## config.mk

```make
export PLATFORM = sky130hd
export DESIGN_NAME = mandelbrot_escape_time
export DESIGN_NICKNAME = d
export VERILOG_FILES = /design/src/hdl/mbe_pkg.sv /design/src/hdl/mbe_mul.sv /design/src/hdl/mbe_core.sv /design/src/hdl/mandelbrot_escape_time.sv
export SDC_FILE = /design/constraint.sdc
export NUM_CORES = 2
export LEC_CHECK = 0
export BUFFER_PORTS_ARGS = -buffer_cell sky130_fd_sc_hd__clkbuf_2
export CAP_MARGIN = 20
export CORE_ASPECT_RATIO = 0.7
export CORE_MARGIN = 2
export CORE_UTILIZATION = 42
export CTS_BUF_LIST = sky130_fd_sc_hd__clkbuf_8 sky130_fd_sc_hd__clkbuf_16
export DETAILED_ROUTE_END_ITERATION = 16
export GPL_ROUTABILITY_DRIVEN = 0
export PLACE_DENSITY_LB_ADDON = 0.1
export SYNTH_ARGS = -nofsm -noshare
export SYNTH_HDL_FRONTEND = slang
export SYNTH_SLANG_ARGS = --single-unit
```

## constraint.sdc

```tcl
create_clock -name clk -period 38.8 [get_ports clk]
set_input_delay 3.88 -clock clk [delete_from_list [all_inputs] [get_ports clk]]
set_output_delay 3.88 -clock clk [all_outputs]
set_load 0.05 [all_outputs]
```

## src/hdl/mbe_pkg.sv

```systemverilog
// Shared types, constants and helpers for the Mandelbrot escape-time block.
// Used by mbe_mul, mbe_core and mandelbrot_escape_time; depends on nothing.
package mbe_pkg;

	// Fixed-point format: signed Q4.28
	localparam int FRAC_BITS = 28;
	localparam int PIX_W     = 10;
	localparam int COUNT_W   = 16;
	localparam int OP_W      = 33;
	localparam int PROD_W    = 2 * OP_W;
	localparam int SAT_W     = 48;
	localparam int SQ_W      = 36;
	localparam int XY_W      = 38;

	// Configuration register indexes
	localparam int CFG_ADDR_W = 3;
	localparam logic [CFG_ADDR_W-1:0] REG_RE_ORIGIN = 3'd0;
	localparam logic [CFG_ADDR_W-1:0] REG_RE_STEP   = 3'd1;
	localparam logic [CFG_ADDR_W-1:0] REG_IM_ORIGIN = 3'd2;
	localparam logic [CFG_ADDR_W-1:0] REG_IM_STEP   = 3'd3;
	localparam logic [CFG_ADDR_W-1:0] REG_MAX_ITER  = 3'd4;

	// Register reset values
	localparam logic signed [31:0] RST_RE_ORIGIN = -32'sd536870912;
	localparam logic signed [31:0] RST_RE_STEP   = 32'sd786432;
	localparam logic signed [31:0] RST_IM_ORIGIN = 32'sd268435456;
	localparam logic signed [31:0] RST_IM_STEP   = -32'sd786432;
	localparam logic [COUNT_W-1:0] RST_MAX_ITER  = 16'd100;

	// Escape threshold 4.0 in Q4.28, at the width of the sum of two squares
	localparam logic signed [SQ_W:0] ESC_LIMIT = 37'sd1073741824;

	localparam logic signed [SAT_W-1:0] SAT_HI = 48'sd2147483647;
	localparam logic signed [SAT_W-1:0] SAT_LO = -48'sd2147483648;

	typedef struct packed {
		logic signed [31:0] re_origin;
		logic signed [31:0] re_step;
		logic signed [31:0] im_origin;
		logic signed [31:0] im_step;
		logic [COUNT_W-1:0] max_iter;
	} cfg_t;

	typedef struct packed {
		logic [PIX_W-1:0]   out_x;
		logic [PIX_W-1:0]   out_y;
		logic [COUNT_W-1:0] count;
		logic               escaped;
	} res_t;

	// Clamp a wide signed value to the 32-bit signed range
	function automatic logic signed [31:0] sat32(input logic signed [SAT_W-1:0] v);
		logic signed [31:0] r;
		if (v > SAT_HI) begin
			r = 32'sh7FFFFFFF;
		end else if (v < SAT_LO) begin
			r = 32'sh80000000;
		end else begin
			r = 32'(v);
		end
		return r;
	endfunction

endpackage

```

## src/hdl/mbe_mul.sv

```systemverilog
// Shared signed 33x33 multiplier with a registered product.
// Depends on mbe_pkg for operand and product widths.
module mbe_mul
	import mbe_pkg::*;
(
	input  logic                     clk,
	input  logic signed [OP_W-1:0]   a,
	input  logic signed [OP_W-1:0]   b,
	output logic signed [PROD_W-1:0] p
);

	logic signed [PROD_W-1:0] p_q;

	// Register the product; it is read in the cycle after the operands are issued
	always_ff @(posedge clk) begin
		p_q <= PROD_W'(a) * PROD_W'(b);
	end

	assign p = p_q;

endmodule

```

## src/hdl/mbe_core.sv

```systemverilog
// Pixel mapping and escape-time iteration around one shared multiplier.
// Depends on mbe_pkg and instantiates mbe_mul.
module mbe_core
	import mbe_pkg::*;
#(
	parameter int COORD_MAX = 1024
) (
	input  logic             clk,
	input  logic             arst_n,
	input  cfg_t             cfg,
	input  logic             start,
	input  logic [PIX_W-1:0] pixel_x,
	input  logic [PIX_W-1:0] pixel_y,
	output logic             ready,
	output logic             done,
	input  logic             take,
	output res_t             res
);

	localparam int IDX_W = (COORD_MAX > 2) ? $clog2(COORD_MAX) : 1;

	typedef enum logic [8:0] {
		ST_IDLE    = 9'b000000001,
		ST_MAP_RE  = 9'b000000010,
		ST_MAP_IM  = 9'b000000100,
		ST_MAP_END = 9'b000001000,
		ST_SQ_X    = 9'b000010000,
		ST_SQ_Y    = 9'b000100000,
		ST_MUL_XY  = 9'b001000000,
		ST_TEST    = 9'b010000000,
		ST_DONE    = 9'b100000000
	} state_t;

	state_t state_q;

	logic [PIX_W-1:0]         px_q, py_q;
	logic [IDX_W-1:0]         idx_x_q, idx_y_q;
	logic signed [31:0]       c_re_q, c_im_q;
	logic signed [31:0]       x_q, y_q;
	logic signed [SQ_W-1:0]   xsq_q, ysq_q;
	logic [COUNT_W-1:0]       count_q;

	logic signed [OP_W-1:0]   mul_a, mul_b;
	logic signed [PROD_W-1:0] prod;
	logic signed [SQ_W:0]     mag;
	logic signed [XY_W-1:0]   xy_sh;
	logic signed [31:0]       map_val;
	logic signed [31:0]       next_x, next_y;
	logic                     stop;

	mbe_mul u_mul (
		.clk (clk),
		.a   (mul_a),
		.b   (mul_b),
		.p   (prod)
	);

	// Select multiplier operands for the current step
	always_comb begin
		mul_a = '0;
		mul_b = '0;
		case (state_q)
			ST_MAP_RE: begin
				mul_a = OP_W'(cfg.re_step);
				mul_b = OP_W'(idx_x_q);
			end
			ST_MAP_IM: begin
				mul_a = OP_W'(cfg.im_step);
				mul_b = OP_W'(idx_y_q);
			end
			ST_SQ_X: begin
				mul_a = OP_W'(x_q);
				mul_b = OP_W'(x_q);
			end
			ST_SQ_Y: begin
				mul_a = OP_W'(y_q);
				mul_b = OP_W'(y_q);
			end
			ST_MUL_XY: begin
				mul_a = OP_W'(x_q);
				mul_b = OP_W'(y_q);
			end
			default: begin
				mul_a = '0;
				mul_b = '0;
			end
		endcase
	end

	// Mapping add, escape test and update
	always_comb begin
		if (state_q == ST_MAP_IM) begin
			map_val = sat32(SAT_W'(prod) + SAT_W'(cfg.re_origin));
		end else begin
			map_val = sat32(SAT_W'(prod) + SAT_W'(cfg.im_origin));
		end
		mag    = (SQ_W + 1)'(xsq_q) + (SQ_W + 1)'(ysq_q);
		stop   = (mag > ESC_LIMIT) || (count_q >= cfg.max_iter);
		xy_sh  = XY_W'(prod >>> (FRAC_BITS - 1));
		next_x = sat32(SAT_W'(xsq_q) - SAT_W'(ysq_q) + SAT_W'(c_re_q));
		next_y = sat32(SAT_W'(xy_sh) + SAT_W'(c_im_q));
	end

	// Sequencer
	always_ff @(posedge clk or negedge arst_n) begin
		if (!arst_n) begin
			state_q <= ST_IDLE;
		end else begin
			case (state_q)
				ST_IDLE:    if (start) state_q <= ST_MAP_RE;
				ST_MAP_RE:  state_q <= ST_MAP_IM;
				ST_MAP_IM:  state_q <= ST_MAP_END;
				ST_MAP_END: state_q <= ST_SQ_X;
				ST_SQ_X:    state_q <= ST_SQ_Y;
				ST_SQ_Y:    state_q <= ST_MUL_XY;
				ST_MUL_XY:  state_q <= ST_TEST;
				ST_TEST:    state_q <= stop ? ST_DONE : ST_SQ_X;
				ST_DONE:    if (take) state_q <= ST_IDLE;
				default:    state_q <= ST_IDLE;
			endcase
		end
	end

	// Datapath registers
	always_ff @(posedge clk) begin
		case (state_q)
			ST_IDLE: begin
				px_q <= pixel_x;
				py_q <= pixel_y;
				// Clamp indexes past the image for the mapping only
				if (32'(pixel_x) >= COORD_MAX) begin
					idx_x_q <= IDX_W'(COORD_MAX - 1);
				end else begin
					idx_x_q <= IDX_W'(pixel_x);
				end
				if (32'(pixel_y) >= COORD_MAX) begin
					idx_y_q <= IDX_W'(COORD_MAX - 1);
				end else begin
					idx_y_q <= IDX_W'(pixel_y);
				end
			end
			ST_MAP_IM: begin
				c_re_q <= map_val;
			end
			ST_MAP_END: begin
				c_im_q  <= map_val;
				x_q     <= '0;
				y_q     <= '0;
				count_q <= '0;
			end
			ST_SQ_Y: begin
				xsq_q <= SQ_W'(prod >>> FRAC_BITS);
			end
			ST_MUL_XY: begin
				ysq_q <= SQ_W'(prod >>> FRAC_BITS);
			end
			ST_TEST: begin
				if (!stop) begin
					x_q     <= next_x;
					y_q     <= next_y;
					count_q <= count_q + 1'b1;
				end
			end
			default: begin
			end
		endcase
	end

	assign ready       = (state_q == ST_IDLE);
	assign done        = (state_q == ST_DONE);
	assign res.out_x   = px_q;
	assign res.out_y   = py_q;
	assign res.count   = count_q;
	assign res.escaped = (count_q != cfg.max_iter);

endmodule

```

## src/hdl/mandelbrot_escape_time.sv

```systemverilog
// Mandelbrot escape-time evaluator, one pixel per input word.
// Channels: s_axis takes a pixel (column, row); m_axis returns the pixel, the
// iteration count and, on tuser, whether the point escaped. A word moves on a
// rising edge where tvalid and tready are both high.
// Configuration: cfg_we/cfg_addr/cfg_wdata write origins and steps (Q4.28 signed)
// and the unsigned iteration limit; the user must write them only while the block
// is idle, as the block does not enforce it; unknown indexes are ignored.
// Schedule: one shared 33x33 multiplier does the mapping (2 products) and three
// products per iteration (x*x, y*y, x*y), followed by the escape test; the
// default iteration limit is 100. One pixel is in work at a time, so the next
// pixel is accepted only after the previous one has been handed to the output
// register.
// s_axis_tready is high while the sequencer is idle; a new pixel is taken
// even when a finished word still waits in the output register.
// A stalled receiver holds m_axis steady; a finished pixel then waits in the
// core until the output register frees up.
// Reset clears the sequencer and output valid and loads default registers.
// Depends on mbe_pkg, mbe_core and mbe_mul.
module mandelbrot_escape_time
	import mbe_pkg::*;
#(
	parameter int COORD_MAX = 1024
) (
	input  logic                  clk,
	input  logic                  arst_n,
	input  logic                  s_axis_tvalid,
	output logic                  s_axis_tready,
	input  logic [23:0]           s_axis_tdata,  // pixel_x[9:0], pixel_y[19:10], zero
	output logic                  m_axis_tvalid,
	input  logic                  m_axis_tready,
	output logic [39:0]           m_axis_tdata,  // out_x[9:0], out_y[19:10],
	                                             // iteration_count[35:20], zero
	output logic                  m_axis_tuser,  // escaped
	input  logic                  cfg_we,
	input  logic [CFG_ADDR_W-1:0] cfg_addr,
	input  logic [31:0]           cfg_wdata
);

	cfg_t cfg_q;
	res_t core_res;
	res_t out_q;
	logic out_valid_q;
	logic core_ready, core_done, take;

	// Configuration registers
	always_ff @(posedge clk or negedge arst_n) begin
		if (!arst_n) begin
			cfg_q.re_origin <= RST_RE_ORIGIN;
			cfg_q.re_step   <= RST_RE_STEP;
			cfg_q.im_origin <= RST_IM_ORIGIN;
			cfg_q.im_step   <= RST_IM_STEP;
			cfg_q.max_iter  <= RST_MAX_ITER;
		end else if (cfg_we) begin
			case (cfg_addr)
				REG_RE_ORIGIN: cfg_q.re_origin <= cfg_wdata;
				REG_RE_STEP:   cfg_q.re_step   <= cfg_wdata;
				REG_IM_ORIGIN: cfg_q.im_origin <= cfg_wdata;
				REG_IM_STEP:   cfg_q.im_step   <= cfg_wdata;
				REG_MAX_ITER:  cfg_q.max_iter  <= cfg_wdata[COUNT_W-1:0];
				default: begin
				end
			endcase
		end
	end

	mbe_core #(
		.COORD_MAX (COORD_MAX)
	) u_core (
		.clk     (clk),
		.arst_n  (arst_n),
		.cfg     (cfg_q),
		.start   (s_axis_tvalid),
		.pixel_x (s_axis_tdata[PIX_W-1:0]),
		.pixel_y (s_axis_tdata[2*PIX_W-1:PIX_W]),
		.ready   (core_ready),
		.done    (core_done),
		.take    (take),
		.res     (core_res)
	);

	assign s_axis_tready = core_ready;

	// Move a finished word into the output register when it is free
	assign take = core_done && (!out_valid_q || m_axis_tready);

	always_ff @(posedge clk or negedge arst_n) begin
		if (!arst_n) begin
			out_valid_q <= 1'b0;
		end else if (take) begin
			out_valid_q <= 1'b1;
		end else if (m_axis_tready) begin
			out_valid_q <= 1'b0;
		end
	end

	always_ff @(posedge clk) begin
		if (take) begin
			out_q <= core_res;
		end
	end

	assign m_axis_tvalid = out_valid_q;
	assign m_axis_tdata  = {4'd0, out_q.count, out_q.out_y, out_q.out_x};
	assign m_axis_tuser  = out_q.escaped;

endmodule
```

==> run metrics <==
Yosys warning count 0; Max VDD drop 0.03881 mV; Seq/Total Area, Yosys 0.1970; Area Growth Syn to Fin 7.366%; Remaining Overflow, GRT 0; Unique masters post-synth 97; Vert. Die Dim 340.5 um; NumNets Final 8883; largest stage delay on the critical path 0.88 ns; Main synth FF type edfxtp_1; total iterations of the first detailed-routing run 6; fill count 15664; Post-DRT Antenna Nets 0; Non-Filler Instances 9362; total power 2.075 mW; first-pass GRT wire length 363.3 mm; max-slew violation count 0; fmax 0.07461 GHz; Via-to-Cell Ratio 5.651; post-CTS resize count 0; arrival time worst endpoint 13.96 ns; Worst-Margin Slew 1.334 ns; std cell rows 123; initial antenna violation count 27; post-synth top area share 0.3403; CP endpoint kind flop; Layout Cell Area excl Fill 72950 um2; register area 13380 um2; multi-input logic area 48600 um2; Syn Inst Count 7194; Iter 0 DRT Violations 6439; CTS Hold Bufs 0; Final TNS setup 0 ns; Final Hold Viols 0; Post-synth ARST share 0.3130; Pwr per Cell Area 28.45 nW/um2; vias in the first global route 52213; status complete, no violations; DP HPWL 197.3 mm; Synth Cell Area 67940 um2; crit path time final 13.40 ns; CTS Buf Count 47; largest net degree at the start of global routing 89; all-layer global routing usage 0.3037; root buf cell clkbuf_16; cell with the largest stage delay on the worst path or4b_2; Core ar. 160700 um2; dpl cells 9263; leakage power 35.53 nW; IO Count 107; Slew headroom 0.1109; total wire length 249.4 mm; Worst-path clk slew 0.07 ns; starting density of the core 0.4229; # Post-CTS Setup Buffers 0; worst-case clock buffer depth 3; synthesized area per cell 9.444 um2; Port Buf Inserts 98; Setup WS pre-CTS 25.44 ns; Skew-Pair Late Insertion Delay 0.66 ns; setup repair after global routing missed its margin no; maxcap violations 0; # setup viols final 0; CTS sink count 492; Avg WL per Cell 26.64 um; DIE WIDTH 484.7 um; Crit path required time 39.35 ns; HP Class reg -> reg; H-Tree Depth 2; most frequent CP cell fa_1; # DRC 0; Die ar. 165100 um2; CP max FO 53; post-route clock period utilization 0.3454; cell taking the most area after synthesis fa_1; Post-DP Area 71230 um2; WS Path Type reg -> reg; Synth area leaders fa_1, edfxtp_1, ha_1, inv_1, nand2_1; startpoint type of the worst setup path flop; share of layout cells above drive strength 1 0.07910; setup ws final 25.40 ns; flops & latches, synth 492; vias after detailed routing 52905; CTS tree done; count of flip-flops with a built-in enable after synthesis 273; Setup Skew 0.03833 ns
## flip-flops by register name, summed over array words and instances (netlist names), 10 cells and up
signal,flops
u_core.px_q,10
u_core.ysq_q,36
u_core.xsq_q,36
u_core.count_q,16
m_axis_tdata,36
u_core.x_q,32
u_core.y_q,32
u_core.u_mul.p,65
u_core.c_re_q,32
cfg_q,144
u_core.py_q,10
u_core.c_im_q,32
## synth_stat cells, drive strengths merged, types with 27 or more instances
cell / instances
a21oi: 370
dfxtp: 65
buf: 28
a22oi: 55
nand2: 877
nor3: 50
inv: 1352
or3: 28
a21o: 180
nor2: 633
o21a: 45
o21ai: 165
ha: 472
a211oi: 30
nand4: 36
fa: 1155
nor2b: 49
and3: 28
dfrtp: 131
xnor2: 152
clkbuf: 265
o21bai: 37
nand2b: 41
mux2: 132
nand3: 71
a31oi: 27
xor2: 92
and2: 29
edfxtp: 273
## where the power goes
group          switching (mW)  leakage [nW]  internal [mW]
Sequential             0.0722          4.76          0.635
Combinational           0.613          30.0          0.254
Clock                   0.239         0.800          0.262
Total                   0.925          35.5           1.15
## worst max-delay path: cells and delay by family, from the launching register on
family / cells / cell delay, ns
AO/OA/AOI/OAI: 10 / 3.75
XOR/XNOR: 1 / 0.16
adder cells (fa/ha/maj): 9 / 4.50
buffers and inverters: 7 / 1.06
flip-flops: 1 / 0.42
AND/OR/NAND/NOR: 10 / 3.29
## layout by cell type (no fill, tap or decap), types with 49 or more instances in the layout
| master | count |
|---|---|
| a21o_1 | 176 |
| mux2_2 | 132 |
| fa_1 | 1155 |
| nand2_1 | 874 |
| clkbuf_2 | 97 |
| xnor2_1 | 152 |
| nand3_1 | 71 |
| a21oi_1 | 356 |
| nor3_1 | 49 |
| o21ai_0 | 150 |
| xor2_1 | 92 |
| ha_1 | 472 |
| buf_4 | 137 |
| nor2_1 | 632 |
| dfxtp_1 | 65 |
| edfxtp_1 | 273 |
| inv_1 | 1357 |
| dfrtp_1 | 131 |
## metrics by stage
stage          hold WS, ns    util
2_1_floorplan       0.4252       -
3_5_place_dp        0.4785  0.4434
5_1_grt             0.5139  0.4539
4_1_cts             0.4974  0.4535
3_3_place_gp        0.4828  0.4434
6_report            0.5027  0.4540
## logic make-up (layout without fill, tap and decap cells)
family,after synthesis,in the layout,synth area share
other cells,1,10,0.00005519
buf+inv,1645,1679,0.09141
flops,492,492,0.1970
xor+xnor,244,244,0.03145
fa+ha+maj,1627,1627,0.4272
compound gates,1118,1118,0.1084
simple gates,1925,1925,0.1212
mux,142,142,0.02335
## area by class of cell
class	count	area share
antenna	6	0.0002058
clock buffer	49	0.01665
clock inverter	39	0.005609
inverter	1352	0.06957
multi-input combinational	5060	0.6662
sequential	492	0.1834
tap	2125	0.03645
timing repair buffer	239	0.02183
## metal layers
metal	GRT usage	part of all wire
met5	0.006536	0.00067
met4	0.06901	0.027
met1	0.4829	0.46
met3	0.07965	0.13
met2	0.4043	0.38
## path summary, 6_finish.rpt
path | from | end | slack, ns | cells after the start
worst max-delay path | u_core.state_q[1] | u_core.u_mul.p[61] | 25.40 | 37
worst min-delay path | u_core.px_q[8] | m_axis_tdata[8] | 0.50 | 0
worst max register to register | u_core.state_q[1] | u_core.u_mul.p[61] | 25.40 | 37
worst min register to register | u_core.px_q[8] | m_axis_tdata[8] | 0.50 | 0
max in group asynchronous | arst_n | cfg_q[109] | 33.86 | 2
min in group asynchronous | arst_n | cfg_q[122] | 3.37 | 1
(Power assumes the default switching activity.)
